## config.mk

```make
export PLATFORM = sky130hd
export DESIGN_NAME = hid_boot_keyboard_press_detect
export DESIGN_NICKNAME = d
export VERILOG_FILES = /design/src/hw/rtl/hbkpd_pkg.sv /design/src/hw/rtl/hid_boot_keyboard_press_detect.sv /design/src/hw/rtl/hbkpd_lane.sv /design/src/hw/rtl/hbkpd_merge.sv /design/src/hw/rtl/hbkpd_drain.sv
export SDC_FILE = /design/constraint.sdc
export NUM_CORES = 1
export LEC_CHECK = 0
export ABC_AREA = 1
export BUFFER_PORTS_ARGS = -buffer_cell sky130_fd_sc_hd__buf_4
export CAP_MARGIN = 0
export CORE_MARGIN = 2
export CORE_UTILIZATION = 40
export CTS_CLUSTER_DIAMETER = 60
export CTS_CLUSTER_SIZE = 25
export DETAILED_ROUTE_END_ITERATION = 8
export MAX_ROUTING_LAYER = met4
export SLEW_MARGIN = 25
export SYNTH_ARGS = -nofsm -noshare
export SYNTH_HDL_FRONTEND = slang
export SYNTH_SLANG_ARGS = --single-unit
```

## constraint.sdc

```tcl
create_clock -name clk_i -period 3.3 [get_ports clk_i]
set_input_delay 0.165 -clock clk_i [delete_from_list [all_inputs] [get_ports clk_i]]
set_output_delay 0.165 -clock clk_i [all_outputs]
set_load 0.005 [all_outputs]
```

## src/hw/rtl/hbkpd_pkg.sv

```systemverilog
`timescale 1ns / 1ps
`default_nettype none
// ----------------------------------------------------------------------------
// hbkpd_pkg
// shared types and constants of the boot keyboard press detector
// ----------------------------------------------------------------------------
package hbkpd_pkg;

  localparam int unsigned CodeW = 8;

  localparam logic [CodeW-1:0] ShiftMask   = 8'h22;  // left/right shift
  localparam logic [CodeW-1:0] ControlMask = 8'h11;  // left/right control
  localparam logic [CodeW-1:0] CapsCode    = 8'h39;
  localparam logic [CodeW-1:0] FirstKey    = 8'h04;  // lower codes are errors

  // what one lane found for its slot
  typedef struct packed {
    logic emit;    // new press of an ordinary key
    logic toggle;  // new press of caps lock
  } lane_res_t;

endpackage
`default_nettype wire

```

## src/hw/rtl/hid_boot_keyboard_press_detect.sv

```systemverilog
`timescale 1ns / 1ps
`default_nettype none
// ----------------------------------------------------------------------------
// hid_boot_keyboard_press_detect
// finds new key presses in usb hid boot keyboard reports
// ----------------------------------------------------------------------------
// Each input item is one boot keyboard report (modifier byte and KEY_SLOTS
// key slots). Every slot holding a usage code of 4 or more that was absent
// from the previous report is a new press. Caps lock (0x39) toggles the
// internal caps flag and sends nothing; every other new press sends one
// item with the code, shift and control of this report and the caps flag as
// it stands at that slot. The last event of a report carries tlast; a report
// with no new press sends nothing. Timing: its events leave the pending
// buffer one a cycle while the output register is free or the sink takes
// its event; the next report is taken in the cycle the last pending event
// moves to the output register. The single output register lets the next
// report be taken while a finished event waits for the sink.
// ----------------------------------------------------------------------------
module hid_boot_keyboard_press_detect #(
  parameter int unsigned KEY_SLOTS = 6
) (
  input  wire logic                        clk_i,
  input  wire logic                        rst_ni,
  // report in
  input  wire logic                        s_axis_tvalid,
  output logic                             s_axis_tready,
  // modifier_byte [7:0], key_slot_0 [15:8], key_slot_1 .. upward a byte each
  input  wire logic [8*(KEY_SLOTS+1)-1:0]  s_axis_tdata,
  // press events out
  output logic                             m_axis_tvalid,
  input  wire logic                        m_axis_tready,
  // key_code [7:0]
  output logic [7:0]                       m_axis_tdata,
  // shift_held [0], control_held [1], caps_on [2]
  output logic [2:0]                       m_axis_tuser,
  // last_event
  output logic                             m_axis_tlast
);

  localparam int unsigned CW = hbkpd_pkg::CodeW;

  logic [KEY_SLOTS-1:0][CW-1:0]          prev_q;
  logic                                  caps_q, caps_d;
  logic [KEY_SLOTS-1:0][CW-1:0]          slots;
  logic [CW-1:0]                         mods;
  hbkpd_pkg::lane_res_t [KEY_SLOTS-1:0]  lane_res;
  logic [KEY_SLOTS-1:0]                  emit;
  logic [KEY_SLOTS-1:0]                  caps_at;
  logic                                  accept;
  logic                                  shift, control;

  assign mods = s_axis_tdata[CW-1:0];

  // unpack slots and run one compare lane per slot
  for (genvar g = 0; g < KEY_SLOTS; g++) begin : g_lane
    assign slots[g] = s_axis_tdata[CW*(g+1) +: CW];

    hbkpd_lane #(
      .KEY_SLOTS (KEY_SLOTS)
    ) u_lane (
      .code_i      (slots[g]),
      .prev_keys_i (prev_q),
      .res_o       (lane_res[g])
    );
  end

  hbkpd_merge #(
    .KEY_SLOTS (KEY_SLOTS)
  ) u_merge (
    .lane_i      (lane_res),
    .caps_i      (caps_q),
    .emit_o      (emit),
    .caps_o      (caps_at),
    .caps_next_o (caps_d)
  );

  assign shift   = |(mods & hbkpd_pkg::ShiftMask);
  assign control = |(mods & hbkpd_pkg::ControlMask);
  assign accept  = s_axis_tvalid && s_axis_tready;

  // previous report and caps flag advance as each report is taken
  always_ff @(posedge clk_i or negedge rst_ni) begin
    if (!rst_ni) begin
      prev_q <= '0;
      caps_q <= 1'b0;
    end else if (accept) begin
      prev_q <= slots;
      caps_q <= caps_d;
    end
  end

  hbkpd_drain #(
    .KEY_SLOTS (KEY_SLOTS)
  ) u_drain (
    .clk_i       (clk_i),
    .rst_ni      (rst_ni),
    .load_i      (accept),
    .emit_i      (emit),
    .caps_i      (caps_at),
    .codes_i     (slots),
    .shift_i     (shift),
    .control_i   (control),
    .can_load_o  (s_axis_tready),
    .out_valid_o (m_axis_tvalid),
    .out_ready_i (m_axis_tready),
    .out_code_o  (m_axis_tdata),
    .out_flags_o (m_axis_tuser),
    .out_last_o  (m_axis_tlast)
  );

  // an event never carries caps lock or an error code
  a_code_range: assert property (@(posedge clk_i) disable iff (!rst_ni)
    m_axis_tvalid |-> (m_axis_tdata >= hbkpd_pkg::FirstKey &&
                       m_axis_tdata != hbkpd_pkg::CapsCode))
    else $error("event with invalid key code");

  // a report's events follow without a gap once one is taken
  a_no_gap: assert property (@(posedge clk_i) disable iff (!rst_ni)
    (m_axis_tvalid && m_axis_tready && !m_axis_tlast) |=> m_axis_tvalid)
    else $error("report events interrupted");

  // modifiers stay the same within one report
  a_mods_same: assert property (@(posedge clk_i) disable iff (!rst_ni)
    (m_axis_tvalid && m_axis_tready && !m_axis_tlast) |=>
      (m_axis_tuser[1:0] == $past(m_axis_tuser[1:0])))
    else $error("modifiers changed within one report");

endmodule
`default_nettype wire

```

## src/hw/rtl/hbkpd_lane.sv

```systemverilog
`timescale 1ns / 1ps
`default_nettype none
// ----------------------------------------------------------------------------
// hbkpd_lane
// checks one key slot against the previous report
// ----------------------------------------------------------------------------
module hbkpd_lane #(
  parameter int unsigned KEY_SLOTS = 6
) (
  input  wire logic [hbkpd_pkg::CodeW-1:0]                code_i,
  input  wire logic [KEY_SLOTS-1:0][hbkpd_pkg::CodeW-1:0] prev_keys_i,
  output hbkpd_pkg::lane_res_t                            res_o
);

  logic [KEY_SLOTS-1:0] hit;
  logic                 new_press;

  always_comb begin
    for (int i = 0; i < KEY_SLOTS; i++) begin
      hit[i] = (prev_keys_i[i] == code_i);
    end
  end

  assign new_press    = (code_i >= hbkpd_pkg::FirstKey) && !(|hit);
  assign res_o.toggle = new_press && (code_i == hbkpd_pkg::CapsCode);
  assign res_o.emit   = new_press && (code_i != hbkpd_pkg::CapsCode);

endmodule
`default_nettype wire

```

## src/hw/rtl/hbkpd_merge.sv

```systemverilog
`timescale 1ns / 1ps
`default_nettype none
// ----------------------------------------------------------------------------
// hbkpd_merge
// combines lane results: event mask and caps state seen at each slot
// ----------------------------------------------------------------------------
module hbkpd_merge #(
  parameter int unsigned KEY_SLOTS = 6
) (
  input  wire hbkpd_pkg::lane_res_t [KEY_SLOTS-1:0] lane_i,
  input  wire logic                                 caps_i,
  output logic [KEY_SLOTS-1:0]                      emit_o,
  output logic [KEY_SLOTS-1:0]                      caps_o,
  output logic                                      caps_next_o
);

  logic [KEY_SLOTS:0] caps_run;

  // running parity of caps toggles, slot by slot
  always_comb begin
    caps_run[0] = caps_i;
    for (int i = 0; i < KEY_SLOTS; i++) begin
      emit_o[i]     = lane_i[i].emit;
      caps_o[i]     = caps_run[i];
      caps_run[i+1] = caps_run[i] ^ lane_i[i].toggle;
    end
  end

  assign caps_next_o = caps_run[KEY_SLOTS];

endmodule
`default_nettype wire

```

## src/hw/rtl/hbkpd_drain.sv

```systemverilog
`timescale 1ns / 1ps
`default_nettype none
// ----------------------------------------------------------------------------
// hbkpd_drain
// holds one report's pending events and sends them one a cycle while the output register can take them
// ----------------------------------------------------------------------------
module hbkpd_drain #(
  parameter int unsigned KEY_SLOTS = 6
) (
  input  wire logic                                        clk_i,
  input  wire logic                                        rst_ni,
  input  wire logic                                        load_i,
  input  wire logic [KEY_SLOTS-1:0]                        emit_i,
  input  wire logic [KEY_SLOTS-1:0]                        caps_i,
  input  wire logic [KEY_SLOTS-1:0][hbkpd_pkg::CodeW-1:0]  codes_i,
  input  wire logic                                        shift_i,
  input  wire logic                                        control_i,
  output logic                                             can_load_o,
  output logic                                             out_valid_o,
  input  wire logic                                        out_ready_i,
  output logic [hbkpd_pkg::CodeW-1:0]                      out_code_o,
  output logic [2:0]                                       out_flags_o,
  output logic                                             out_last_o
);

  logic [KEY_SLOTS-1:0]                       mask_q, mask_d;
  logic [KEY_SLOTS-1:0]                       caps_q;
  logic [KEY_SLOTS-1:0][hbkpd_pkg::CodeW-1:0] codes_q;
  logic                                       shift_q, control_q;
  logic [KEY_SLOTS-1:0]                       pick, rest;
  logic [hbkpd_pkg::CodeW-1:0]                pick_code;
  logic                                       pick_caps;
  logic                                       drain_fire;
  logic                                       ov_q;
  logic [hbkpd_pkg::CodeW-1:0]                code_q;
  logic [2:0]                                 flags_q;
  logic                                       last_q;

  // lowest pending slot goes first
  assign pick = mask_q & (~mask_q + KEY_SLOTS'(1));
  assign rest = mask_q & ~pick;

  always_comb begin
    pick_code = '0;
    pick_caps = 1'b0;
    for (int i = 0; i < KEY_SLOTS; i++) begin
      pick_code = pick_code | (codes_q[i] & {hbkpd_pkg::CodeW{pick[i]}});
      pick_caps = pick_caps | (caps_q[i] & pick[i]);
    end
  end

  assign drain_fire = (|mask_q) && (!ov_q || out_ready_i);
  assign can_load_o = !(|mask_q) || (drain_fire && !(|rest));

  always_comb begin
    mask_d = mask_q;
    if (load_i) begin
      mask_d = emit_i;
    end else if (drain_fire) begin
      mask_d = rest;
    end
  end

  always_ff @(posedge clk_i or negedge rst_ni) begin
    if (!rst_ni) begin
      mask_q <= '0;
      ov_q   <= 1'b0;
    end else begin
      mask_q <= mask_d;
      if (drain_fire) begin
        ov_q <= 1'b1;
      end else if (out_ready_i) begin
        ov_q <= 1'b0;
      end
    end
  end

  always_ff @(posedge clk_i) begin
    if (load_i) begin
      codes_q   <= codes_i;
      caps_q    <= caps_i;
      shift_q   <= shift_i;
      control_q <= control_i;
    end
    if (drain_fire) begin
      code_q  <= pick_code;
      flags_q <= {pick_caps, control_q, shift_q};
      last_q  <= !(|rest);
    end
  end

  assign out_valid_o = ov_q;
  assign out_code_o  = code_q;
  assign out_flags_o = flags_q;
  assign out_last_o  = last_q;

endmodule
`default_nettype wire
```

# Word-level counts from Yosys, hierarchy flattened
# Index checks and enable logic that the tools add are counted.
# word_totals
reg_bits,124
inputBits,60
out_inout_bits,14
word_cells,156
# op_classes
n_addsub,1
magnitude_cmp,6
eq_ne,48
mux,4
n_bitwise,32
n_reduce_logical,44
# op_table
operator,n
8-bit equality test,36
8-bit bitwise AND,6
8-bit by 6-bit equality test with 1-bit output (second input constant),6
8-bit by 3-bit greater-or-equal comparator with 1-bit output (second input constant),6
8-bit by 6-bit inequality test with 1-bit output (second input constant),6
6-bit OR reduction,8
8-bit bitwise OR,5
1-bit logical AND,21
6-bit bitwise AND,2
6-bit 2-to-1 mux,2
6-bit NOT,2
1-bit zero test,9
6-bit by 1-bit adder with 6-bit output (second input constant),1
1-bit bitwise AND,6
1-bit XOR,6
1-bit bitwise OR,5
2-bit nonzero test,2
2-bit OR reduction,2
1-bit logical OR,2
1-bit 2-to-1 mux,2

# Longest topological paths before layout
# Gate-level depths: netlist of run 1.
# depth
ltp_word,11
mapped_depth,20
depth_no_buf,19

# By module
# A second synthesis of run 1 with hierarchy kept.
# unflattened
hier_cells,1504
area_unflattened_um2,10380.0
# by_module_without_submodules
module,instances,cells_each,area_each_um2,seq_area_each_um2
hbkpd_lane,6,172,880.8,0.0
hbkpd_drain,1,213,2846.5,2217.1
hid_boot_keyboard_press_detect,1,217,1993.2,1226.2
hbkpd_merge,1,42,255.2,0.0

# Worst setup path after synthesis of run 1
# Ideal clock, no wire load.
# synth_timing
path_type,register -> register
startpoint,register u_drain.mask_q[1]
endpoint,register u_drain.mask_q[3]
setup_time_ns,0.082
arrival_time_ns,2.972
t_required_ns,3.218
path_slack_ns,0.246
stages_incl_launch_ff,16
n_path_buf,0
period_less_slack_ns,3.054
path_cell_list,dfrtp_1 -> nor2_2 -> nand2_1 -> nor2_4 -> inv_2 -> nor2_4 -> inv_2 -> nand2_2 -> o21ai_2 -> nor4_4 -> nand2_1 -> nand2_2 -> nand2_4 -> inv_1 -> nand4_1 -> a31oi_1
# synth_via
elab_chain_len,11
word_cells_on_any_way,16
cone_classes,add/sub (1); mux (2); bitwise (4); reduce/logical (9)
# synth_rtl
item,line_no,source
start: declaration,hbkpd_drain.sv:26,"logic [KEY_SLOTS-1:0] mask_q, mask_d;"
start signal: assignment,hbkpd_drain.sv:69,mask_q <= mask_d;
6-bit NOT,hbkpd_drain.sv:40,assign pick = mask_q & (~mask_q + KEY_SLOTS'(1));
6-bit by 1-bit adder with 6-bit output,hbkpd_drain.sv:40,
6-bit bitwise AND,hbkpd_drain.sv:40,
6-bit NOT,hbkpd_drain.sv:41,assign rest = mask_q & ~pick;
6-bit bitwise AND,hbkpd_drain.sv:41,
6-bit OR reduction,hbkpd_drain.sv:53,assign can_load_o = !(|mask_q) || (drain_fire && !(|rest));
1-bit zero test,hbkpd_drain.sv:53,
1-bit logical AND,hbkpd_drain.sv:53,
1-bit logical OR (*),hbkpd_drain.sv:53,
net s_axis_tready,hid_boot_keyboard_press_detect.sv:26,"output logic s_axis_tready,"
1-bit logical AND (*),hid_boot_keyboard_press_detect.sv:79,assign accept = s_axis_tvalid && s_axis_tready;
net accept,hid_boot_keyboard_press_detect.sv:49,logic accept;
6-bit 2-to-1 mux / 2-bit nonzero test (equally long branches),--,
# The timed path passes the listed nets; every way through them passes the cells marked *. The select of a mux whose other input is x is not followed.
# A chain may end at the register's enable or synchronous reset.

# Worst setup path in the final report of run 1
# layout_timing
startpoint,register u_drain.mask_q[1]
endpoint,register u_drain.mask_q[3]
# layout_via
elab_chain_len,11
word_cells_on_any_way,16
cone_classes,add/sub (1); mux (2); bitwise (4); reduce/logical (9)
# layout_rtl
item,line_no
6-bit NOT,hbkpd_drain.sv:40
6-bit by 1-bit adder with 6-bit output,hbkpd_drain.sv:40
6-bit bitwise AND,hbkpd_drain.sv:40
6-bit NOT,hbkpd_drain.sv:41
6-bit bitwise AND,hbkpd_drain.sv:41
6-bit OR reduction,hbkpd_drain.sv:53
1-bit zero test,hbkpd_drain.sv:53
1-bit logical AND,hbkpd_drain.sv:53
1-bit logical OR (*),hbkpd_drain.sv:53
1-bit logical AND (*),hid_boot_keyboard_press_detect.sv:79
net accept,hid_boot_keyboard_press_detect.sv:49
6-bit 2-to-1 mux / 2-bit nonzero test (equally long branches),--
# Marked as above.

==> results of run 1 <==
==> worst max-delay path, stage by stage (launching register included) <==
cell and delay [ns]:
sky130_fd_sc_hd__dfrtp_1 0.42, sky130_fd_sc_hd__nor2_2 0.15, sky130_fd_sc_hd__nand2_1 0.12, sky130_fd_sc_hd__nor2_4 0.14, sky130_fd_sc_hd__inv_2 0.06, sky130_fd_sc_hd__nor2_4 0.10, sky130_fd_sc_hd__inv_2 0.05, sky130_fd_sc_hd__nand2_2 0.07
sky130_fd_sc_hd__o21ai_2 0.07, sky130_fd_sc_hd__nor4_4 0.16, sky130_fd_sc_hd__nand2_1 0.10, sky130_fd_sc_hd__nand2_2 0.10, sky130_fd_sc_hd__nand2_4 0.05, sky130_fd_sc_hd__inv_2 0.16, sky130_fd_sc_hd__buf_12 0.28, sky130_fd_sc_hd__nand4_1 0.26
sky130_fd_sc_hd__a31oi_1 0.20
==> power by group <==
part	internal [W]	leakage, nW	total [W]	switching [W]
logic	0.00149	2.80	0.00367	0.00218
clock network	0.00103	0.264	0.00178	0.000747
registers	0.00235	1.34	0.00329	0.000937
==> metal layers <==
layer	part of all wire, %	up-vias	GRT usage, %	wire length, um
li1	-	3924	-	-
met1	42	3854	33.4	12700
met2	45	370	41.0	13800
met3	7.3	94	4.09	2240
met4	5.8	0	15.3	1760
met5	0	-	-	0
==> metrics by stage <==
stage | area [um2] | setup slack, ns | hold slack, ns | util, % | power (W)
floorplan | 9090 | 0.246 | -0.131 | - | 0.00592
CTS | 10100 | 0.691 | 0.000984 | 44.7 | 0.00873
global placement | 9470 | 0.765 | 0.318 | 42.1 | 0.00688
finish | 10100 | 0.682 | 0.00861 | 44.7 | 0.00873
global route | 10100 | 0.456 | 0.00501 | 44.7 | 0.00934
detailed placement | 9470 | 0.707 | 0.326 | 42.1 | 0.00694
==> placed cells by master (no fill, tap or decap), types with 24 or more instances in the layout <==
cell type                  netlist  routed
sky130_fd_sc_hd__xor2_1         46      46
sky130_fd_sc_hd__nand3_1        43      43
sky130_fd_sc_hd__nand4_1        80      80
sky130_fd_sc_hd__inv_1         107     106
sky130_fd_sc_hd__nand2_1       407     407
sky130_fd_sc_hd__dfrtp_1        56      56
sky130_fd_sc_hd__nor2_1         80      80
sky130_fd_sc_hd__xnor2_1       116     116
sky130_fd_sc_hd__nor4_1         24      24
sky130_fd_sc_hd__buf_4          13      73
sky130_fd_sc_hd__o21ai_0        54      54
sky130_fd_sc_hd__edfxtp_1       68      68
==> final timing paths <==
check	startpoint	endpoint	slack, ns	cells past startpoint
worst max-delay path	u_drain.mask_q[1]	u_drain.mask_q[3]	0.68	16
worst min-delay path	s_axis_tdata[0]	u_drain.control_q	0.009	2
worst max register to register	u_drain.mask_q[1]	u_drain.mask_q[3]	0.68	16
worst min register to register	u_drain.control_q	u_drain.out_flags_o[1]	0.43	0
max in group asynchronous	rst_ni	prev_q[34]	2.38	2
min in group asynchronous	rst_ni	prev_q[22]	0.37	2
==> state kept, by name (all words and copies together), names as in the netlist <==
name                 count
u_drain.codes_q         48
u_drain.mask_q           6
u_drain.out_last_o       1
prev_q                  48
u_drain.out_valid_o      1
u_drain.control_q        1
u_drain.out_code_o       8
u_drain.shift_q          1
caps_q                   1
u_drain.caps_q           6
u_drain.out_flags_o      3
==> synthesized netlist by cell type, types with 2 or more instances <==
cell and n:
sky130_fd_sc_hd__clkbuf_1 29, sky130_fd_sc_hd__nand2_2 2, sky130_fd_sc_hd__dfrtp_1 56, sky130_fd_sc_hd__or2_2 3
sky130_fd_sc_hd__inv_2 2, sky130_fd_sc_hd__buf_4 13, sky130_fd_sc_hd__edfxtp_1 68, sky130_fd_sc_hd__o22ai_1 2
sky130_fd_sc_hd__nor4_1 24, sky130_fd_sc_hd__nand4_1 80, sky130_fd_sc_hd__inv_1 107, sky130_fd_sc_hd__nand3_1 43
sky130_fd_sc_hd__xor2_1 46, sky130_fd_sc_hd__nor3_1 8, sky130_fd_sc_hd__a221oi_1 9, sky130_fd_sc_hd__nand2_1 407
sky130_fd_sc_hd__xnor2_1 116, sky130_fd_sc_hd__nor2_1 80, sky130_fd_sc_hd__o21ai_0 54, sky130_fd_sc_hd__nor2_4 2
sky130_fd_sc_hd__a21oi_1 2, sky130_fd_sc_hd__buf_2 64, sky130_fd_sc_hd__o31ai_1 2
==> cells by family after synthesis <==
family,share of synthesized area [%]
simple gates,31.3
flops,37.9
buf+inv,10.4
xor+xnor,15.6
compound gates,4.75
==> cell type report <==
class                      instances  area [um2]  area share [%]
clock buffer                      17         425            4.23
sequential                       124        3440            34.3
clock inverter                    14         123            1.22
tap                              285         357            3.55
multi-input combinational        891        4700            46.7
inverter                         109         409            4.07
timing repair buffer              77         598            5.95
==> flow_results.org, run 1 <==
** Timing
- The number of pins with negative max-slew slack in the final report is 0.
- Final-report setup violation count :: 0
- Setup repair after global routing left no endpoint under its margin.
- The hold violation count in the final report was 0.
- Final critical delay including setup and external delays :: 2.62 ns
- Worst Clk Skew :: 0.0124 ns
- Adding up every negative setup slack in the final design gives 0 ns.
- Worst slew margin :: 37.7%
- For this run, the top clock speed supported by timing is approximately 380 MHz.
- Pin slew with the least headroom to its limit :: 0.931 ns
- Post-route clock period utilization :: 79.3%

** Die
- Pin placement for this block handled 74 I/O pins.
- For this configuration, the core starts out at a cell density of 40.4%.
- The floorplan step defined a die boundary enclosing 23900 um2.
- The region available for standard cell placement spans 22500 um2.
- The floorplan step set the die height to 155 um.
- Die X-Extent :: 155 um
- Row count :: 55

** Logic synthesis
- Post-synth EDFFs :: 68
- Synth area leader :: sky130_fd_sc_hd__edfxtp_1
- Summed over its instances, the top area cell type makes up 22.5% of the synthesized netlist area.
- During synthesis, Yosys emitted a total of 0 warnings.
- In the synthesized netlist the dominant register cell turns out to be sky130_fd_sc_hd__edfxtp_1.
- Area contributors post-synth :: sky130_fd_sc_hd__edfxtp_1 22%, sky130_fd_sc_hd__nand2_1 17%, sky130_fd_sc_hd__dfrtp_1 15%, sky130_fd_sc_hd__xnor2_1 11%, sky130_fd_sc_hd__nand4_1 5.5%
- In this run, distinct cell masters in the synthesized netlist total 35.
- Syn nets :: 1291
- For this run, the register share of the synthesized area comes to 37.9%.
- Number of flip-flops and latches in the synthesized netlist :: approximately 120
- After technology mapping, the gate count stands at about 1200.
- Async set-or-reset flop fraction in the synthesized netlist :: 45.2%
- Dividing the synthesized area by the synthesized cell count gives approximately 7.4 um2.
- Post-synth design cell area :: 9090 um2

** Detailed routing
- The count of nets left with antenna violations once routing finished came out at 0.
- The detailed router finished its first iteration with 1031 violations.
- After detailed routing, the total wire length is 30500 um.
- Using the TritonRoute via totals, the vias-per-cell ratio works out to 5.43.
- Across all layers, the routed design uses 8242 vias.
- Pre-Repair DR Iteration Count :: 6
- Dividing the detail-routed wire length by the instance count gives around 20 um.
- After detailed routing, the number of remaining DRC violations is 0.

** Status
- The flow ran to the end, and the final reports show no timing, DRC or antenna violations.

** Min path
- Worst hold path class :: in -> reg

** Cells and area
- After the flow finishes, the layout carries non-filler instances totaling 1517.
- Synth-to-Final Area Change :: 10.6%
- Fill cells in the final layout number 2287.
- Fraction of layout instances using a drive strength above 1 :: 9.66%
- The net count of the finished layout is 1280.
- The repair_antennas step left the layout with diodes totalling 0.

** Worst setup path
- Worst Path Class, Setup :: reg -> reg
- Largest fanout of any net on the critical path :: 54
- Sort of element at the end of the critical path :: flop
- For the worst setup path, the data required time is 3.64 ns.
- STA classifies the critical path startpoint as a flop.
- Arrival time worst endpoint :: between 2 and 3 ns

** Placed design
- Number of I/O port buffers :: 69
- Placed instance count :: 1483
- Final weighted congestion in routability-driven placement :: around 0.95
- After legalization and detailed placement, the total HPWL measured 22400 um.

** Clock network
- Clock Latency Late Sink :: 0.43 ns
- Number of sinks on the clock net :: 124
- Cts bufs inserted :: 17
- Setup repair bufs after CTS :: 0
- The cell sitting at the root of the clock tree is a sky130_fd_sc_hd__clkbuf_16.
- TritonCTS built the clock tree.
- Total of cells resized after clock tree synthesis :: 0
- CTS built an H-tree with a depth of 4.
- Maximum number of buffers from clock root to sink :: 2
- CTS clk-pin slew, worst paths :: 0.06 ns
- Post-CTS Hold Buffers :: 3

** Power
- Static leakage :: 4.41 nW
- Peak VDD IR :: 0.000371 V
- Pwr per Cell Area :: 869 nW/um2

** GRT
- Global routing used between 20% and 30% of the available tracks.
- The number of antenna violations at the first check in global routing is 0.
- Via count of the first global-routing pass :: 7780
- The first global-routing pass estimated 45900 um of wire.
- Entering global routing, the biggest net connects 100 pins.
- For this run the aggregate overflow at the end of global routing stands at 0.

** Flow run
- Max-cap violations in this run came to 0.
(Power assumes the default switching activity.)
==> inputs of run 2 (changes only) <==
==> constraint.sdc (replaced) <==
create_clock -name clk_i -period 2.5 [get_ports clk_i]
set_input_delay 0.125 -clock clk_i [delete_from_list [all_inputs] [get_ports clk_i]]
set_output_delay 0.125 -clock clk_i [all_outputs]
set_load 0.005 [all_outputs]
==> run 2 against run 1 <==
Clock power is 35% higher. Register-to-register slack worse by 0.54 ns. Total power is 40% higher. Largest cell class unchanged. Clock-buffer cell count stayed put. Setup slack worse by 0.54 ns. Maximum frequency is 11% higher. Sequential cell count stayed put.
==> flow_results.org, run 2 (same netlist as run 1, synthesis figures left out) <==
** Status
- Run status :: finished clean

** Die
- The full die area came to 23900 um2 (unchanged).
- Core area :: 22500 um2 (unchanged)
- The height of the die is 155 um (unchanged).
- The initial cell density of the core is 40.4% (unchanged).
- The number of primary I/O pins is 74 (unchanged).
- The width of the die is 155 um (unchanged).
- The count of standard-cell rows is 55 (unchanged).

** Detailed routing
- The detailed-router iteration count before antenna repair is 7 (+1).
- Via density per instance :: 5.36 (-1.4%)
- The total vias in the final route was 8560 (+3.9%).
- The remaining antenna violation count after routing was 0 (unchanged).
- Avg WL per Cell :: 19.5 um (-3.0%)
- The total DRC errors in the routed layout came to 0 (unchanged).
- DRC marker count from the first detailed-route iteration :: 785 (-24%)
- The detailed-route wire length was 31200 um (+2.1%).

** GRT
- Layer with the highest usage :: met2
- The number of antenna violations at the first check in global routing is 0 (unchanged).
- Met3 routing resource usage after global routing :: 3.50% (-0.59 points)
- Met1 layer usage reported by global route :: 34.9% (+1.5 points)
- The remaining global-route overflow is 0 (unchanged).
- The global-route met2 utilization came to 41.6% (+0.64 points).
- First-pass GRT wire length :: 46600 um (+1.4%)
- The via count of the first global-routing pass was 7845 (+0.84%).
- Largest net degree at the start of global routing :: 97 (-3.0%)
- The global routing usage summed across all routing layers is 26.8% (+0.23 points).

** Clock network
- Clock Latency Late Sink :: 0.44 ns (about the same)
- Maximum number of buffers from clock root to sink :: 2 (unchanged)
- The clock buffer count from CTS was 17 (unchanged).
- The H-tree depth came to 4 (unchanged).
- Number of sinks on the clock net :: 124 (unchanged)
- Root buffer selected by CTS :: sky130_fd_sc_hd__clkbuf_16
- Clock tree from TritonCTS :: yes
- The clock transition time at the flip-flop clock pins of the worst setup and hold paths came to 0.07 ns (about the same).

** Power
- The worst ir drop on vdd came to 0.000545 V (+47%).
- The leakage power total is 4.78 nW (+8.4%).
- The power per standard cell area was 1130 nW/um2 (+30%).

** Worst setup path
- Worst setup path endpoint :: caps_q
- Startpoint class of the critical path :: flop
- The worst setup path is captured at a flop.
- Walking the worst path, the cells encountered are inv_1 -> nand2_1 -> nand4_1 -> nor2_1 -> nand2_1 -> nand2_1 -> nor2_1 -> nand2_1 -> nor2_1 -> nand3_1 -> nand3_1 -> nand3_1 -> nand2_2 -> nand2_1 -> nand3b_1 -> nand3_1 -> nand2_1.
- Slowest library cell on the worst path :: sky130_fd_sc_hd__dfrtp_1
- Worst reg-to-reg path cell count :: 17 (+1)
- In this design, the largest share of critical-path delay is due to simple AND/OR/NAND/NOR gates.
- The peak fanout along the critical path came to 8 (-85%).
- The critical path starts at prev_q[18].
- The delay contributed by the slowest stage of the critical path is 0.49 ns (+0.07 ns).
- The path length in cells of the critical path is 17 (+1).
- In this run the critical register-to-register path is captured at caps_q.
- In this run the critical register-to-register path is launched from prev_q[18].
- The cell that appears most often on the critical path is sky130_fd_sc_hd__nand2_1.
- The critical path buffer and inverter count was 1 (-3).
- The data required time at the worst endpoint is 2.87 ns (-0.77 ns).
- The critical path is of the reg -> reg type.
- Arrival time worst endpoint :: 2.72 ns (-0.24 ns)
- The register-to-register path setup slack was 0.14 ns (-0.54 ns).

** Cells and area
- The number of standard cells in the final layout excluding fillers came to 1598 (+5.3%).
- Filler cell count :: 2162 (-5.5%)
- From synthesis to final layout, the design area changed by 19.3%.
- The area used by sequential logic in the layout was 3450 um2 (+0.25%).
- Number of nets in the layout :: 1360 (+6.3%)
- Most frequent cells in the layout :: 406 x sky130_fd_sc_hd__nand2_1, 117 x sky130_fd_sc_hd__buf_4, 116 x sky130_fd_sc_hd__xnor2_1
- Multi-input gate area in the final layout :: 4720 um2 (+0.56%)
- The proportion of layout cells with a drive suffix above 1 came to 14.8% (+5.1 points).
- The library cell used most frequently in the layout, excluding fill and tap cells, is sky130_fd_sc_hd__nand2_1.
- The count of antenna diodes in the layout is 0 (unchanged).

** Timing
- Worst slew margin :: 44.2% (+6.5 points)
- Setup repair after global routing missed its margin :: no
- The upper clock frequency limit was 424 MHz (+11%).
- Worst Clk Skew :: 0.0168 ns (+0.00437 ns)
- The smallest setup slack after layout is 0.142 ns (-0.539 ns).
- The hold violation count in the final report was 0 (unchanged).
- The post-route fraction of the period consumed by the critical path is 94.3% (+15 points).
- Final count of pins violating max slew :: 0 (unchanged)
- The minimum clock period after layout was 2.36 ns (-0.261 ns).
- Final-report setup violation count :: 0 (unchanged)
- The measured slew at the worst slew-check pin was 0.837 ns (-0.0939 ns).
- The setup TNS was 0 ns (unchanged).

** Placed design
- The count of placed standard cells including taps is 1524 (+2.8%).
- The total half-perimeter wirelength after legalization and detailed placement came to 22800 um (+1.6%).
- The weighted congestion reported at the end of routability-driven placement is 1.00 (+5.5%).
- Number of I/O port buffers :: 69 (unchanged)
- The worst setup slack after placement came to 0.132 ns (-0.575 ns).

** Min path
- The path class of the tightest hold or removal check is in -> reg.

** Flow run
- Number of violations of the max-capacitance limit :: 0 (unchanged)
run 2: cell count changes in the layout (fill, tap and decap cells not counted), moves of 4 or more:
| cell | previous run | this run |
|---|---|---|
| sky130_fd_sc_hd__buf_6 | 0 | 4 |
| sky130_fd_sc_hd__nor2_1 | 80 | 75 |
| sky130_fd_sc_hd__clkinvlp_4 | 3 | 7 |
| sky130_fd_sc_hd__dfrtp_2 | 0 | 7 |
| sky130_fd_sc_hd__dfrtp_1 | 56 | 49 |
| sky130_fd_sc_hd__dlygate4sd3_1 | 3 | 33 |
| sky130_fd_sc_hd__inv_1 | 106 | 98 |
| sky130_fd_sc_hd__buf_4 | 73 | 117 |
| sky130_fd_sc_hd__inv_2 | 3 | 7 |
| sky130_fd_sc_hd__nor2_2 | 1 | 6 |
run 2: routing by layer:
metal / share of wire (%) / vias up / wire length, um
met3: 7.8 / 84 / 2420
met4: 4.4 / 0 / 1360
met1: 41 / 3994 / 12800
met2: 47 / 394 / 14500
met5: 0 / - / 0
li1: - / 4088 / -
run 2: where the power goes:
group	switching [W]	internal [W]
Clock	0.00102	0.00138
Sequential	0.000815	0.00312
Combinational	0.00344	0.00244
Total	0.00527	0.00694
run 2: how the worst min path moves through the flow:
stage / start / to / slack [ns] / cells past startpoint
final: s_axis_tdata[54] / u_drain.codes_q[46] / 0.02 / 1
after global routing: s_axis_tdata[44] / u_drain.codes_q[36] / 0.009 / 1
after CTS: s_axis_tdata[44] / u_drain.codes_q[36] / 0.002 / 1
after detailed placement: rst_ni / prev_q[10] / 0.28 / 1
after global placement: rst_ni / prev_q[10] / 0.27 / 1
after floorplan: rst_ni / caps_q / -0.17 / 0
run 2: worst reg2reg max path, delay by kind of cell (launching register included):
kind,cells,cell delay (ns)
AND/OR/NAND/NOR,16,1.59
buffers and inverters,1,0.20
flip-flops,1,0.49
run 2: area by class of cell:
class	count	area share, %
Tap cell	285	3.29
Inverter	109	3.91
Sequential cell	124	31.8
Clock inverter	15	1.32
Timing Repair Buffer	157	12.2
Multi-Input combinational cell	891	43.6
Clock buffer	17	3.92
run 2: what timing repair did:
item | in CTS | in global routing
buffers inserted | 0 | 8
setup endpoints to repair | 0 | 49
hold buffers | 33 | 0
resized for setup | 0 | 27
endpoints found under the hold margin | 86 | 0
run 2: metrics by stage:
stage / instance area, um2 / hold slack (ns) / total power, W / util (%)
2_1_floorplan: 9090 / -0.171 / 0.00781 / -
6_report: 10800 / 0.0198 / 0.0122 / 48.2
4_1_cts: 10700 / 0.00162 / 0.0121 / 47.5
3_5_place_dp: 9800 / 0.284 / 0.00960 / 43.5
3_3_place_gp: 9800 / 0.275 / 0.00953 / 43.5
5_1_grt: 10800 / 0.00884 / 0.0130 / 48.2
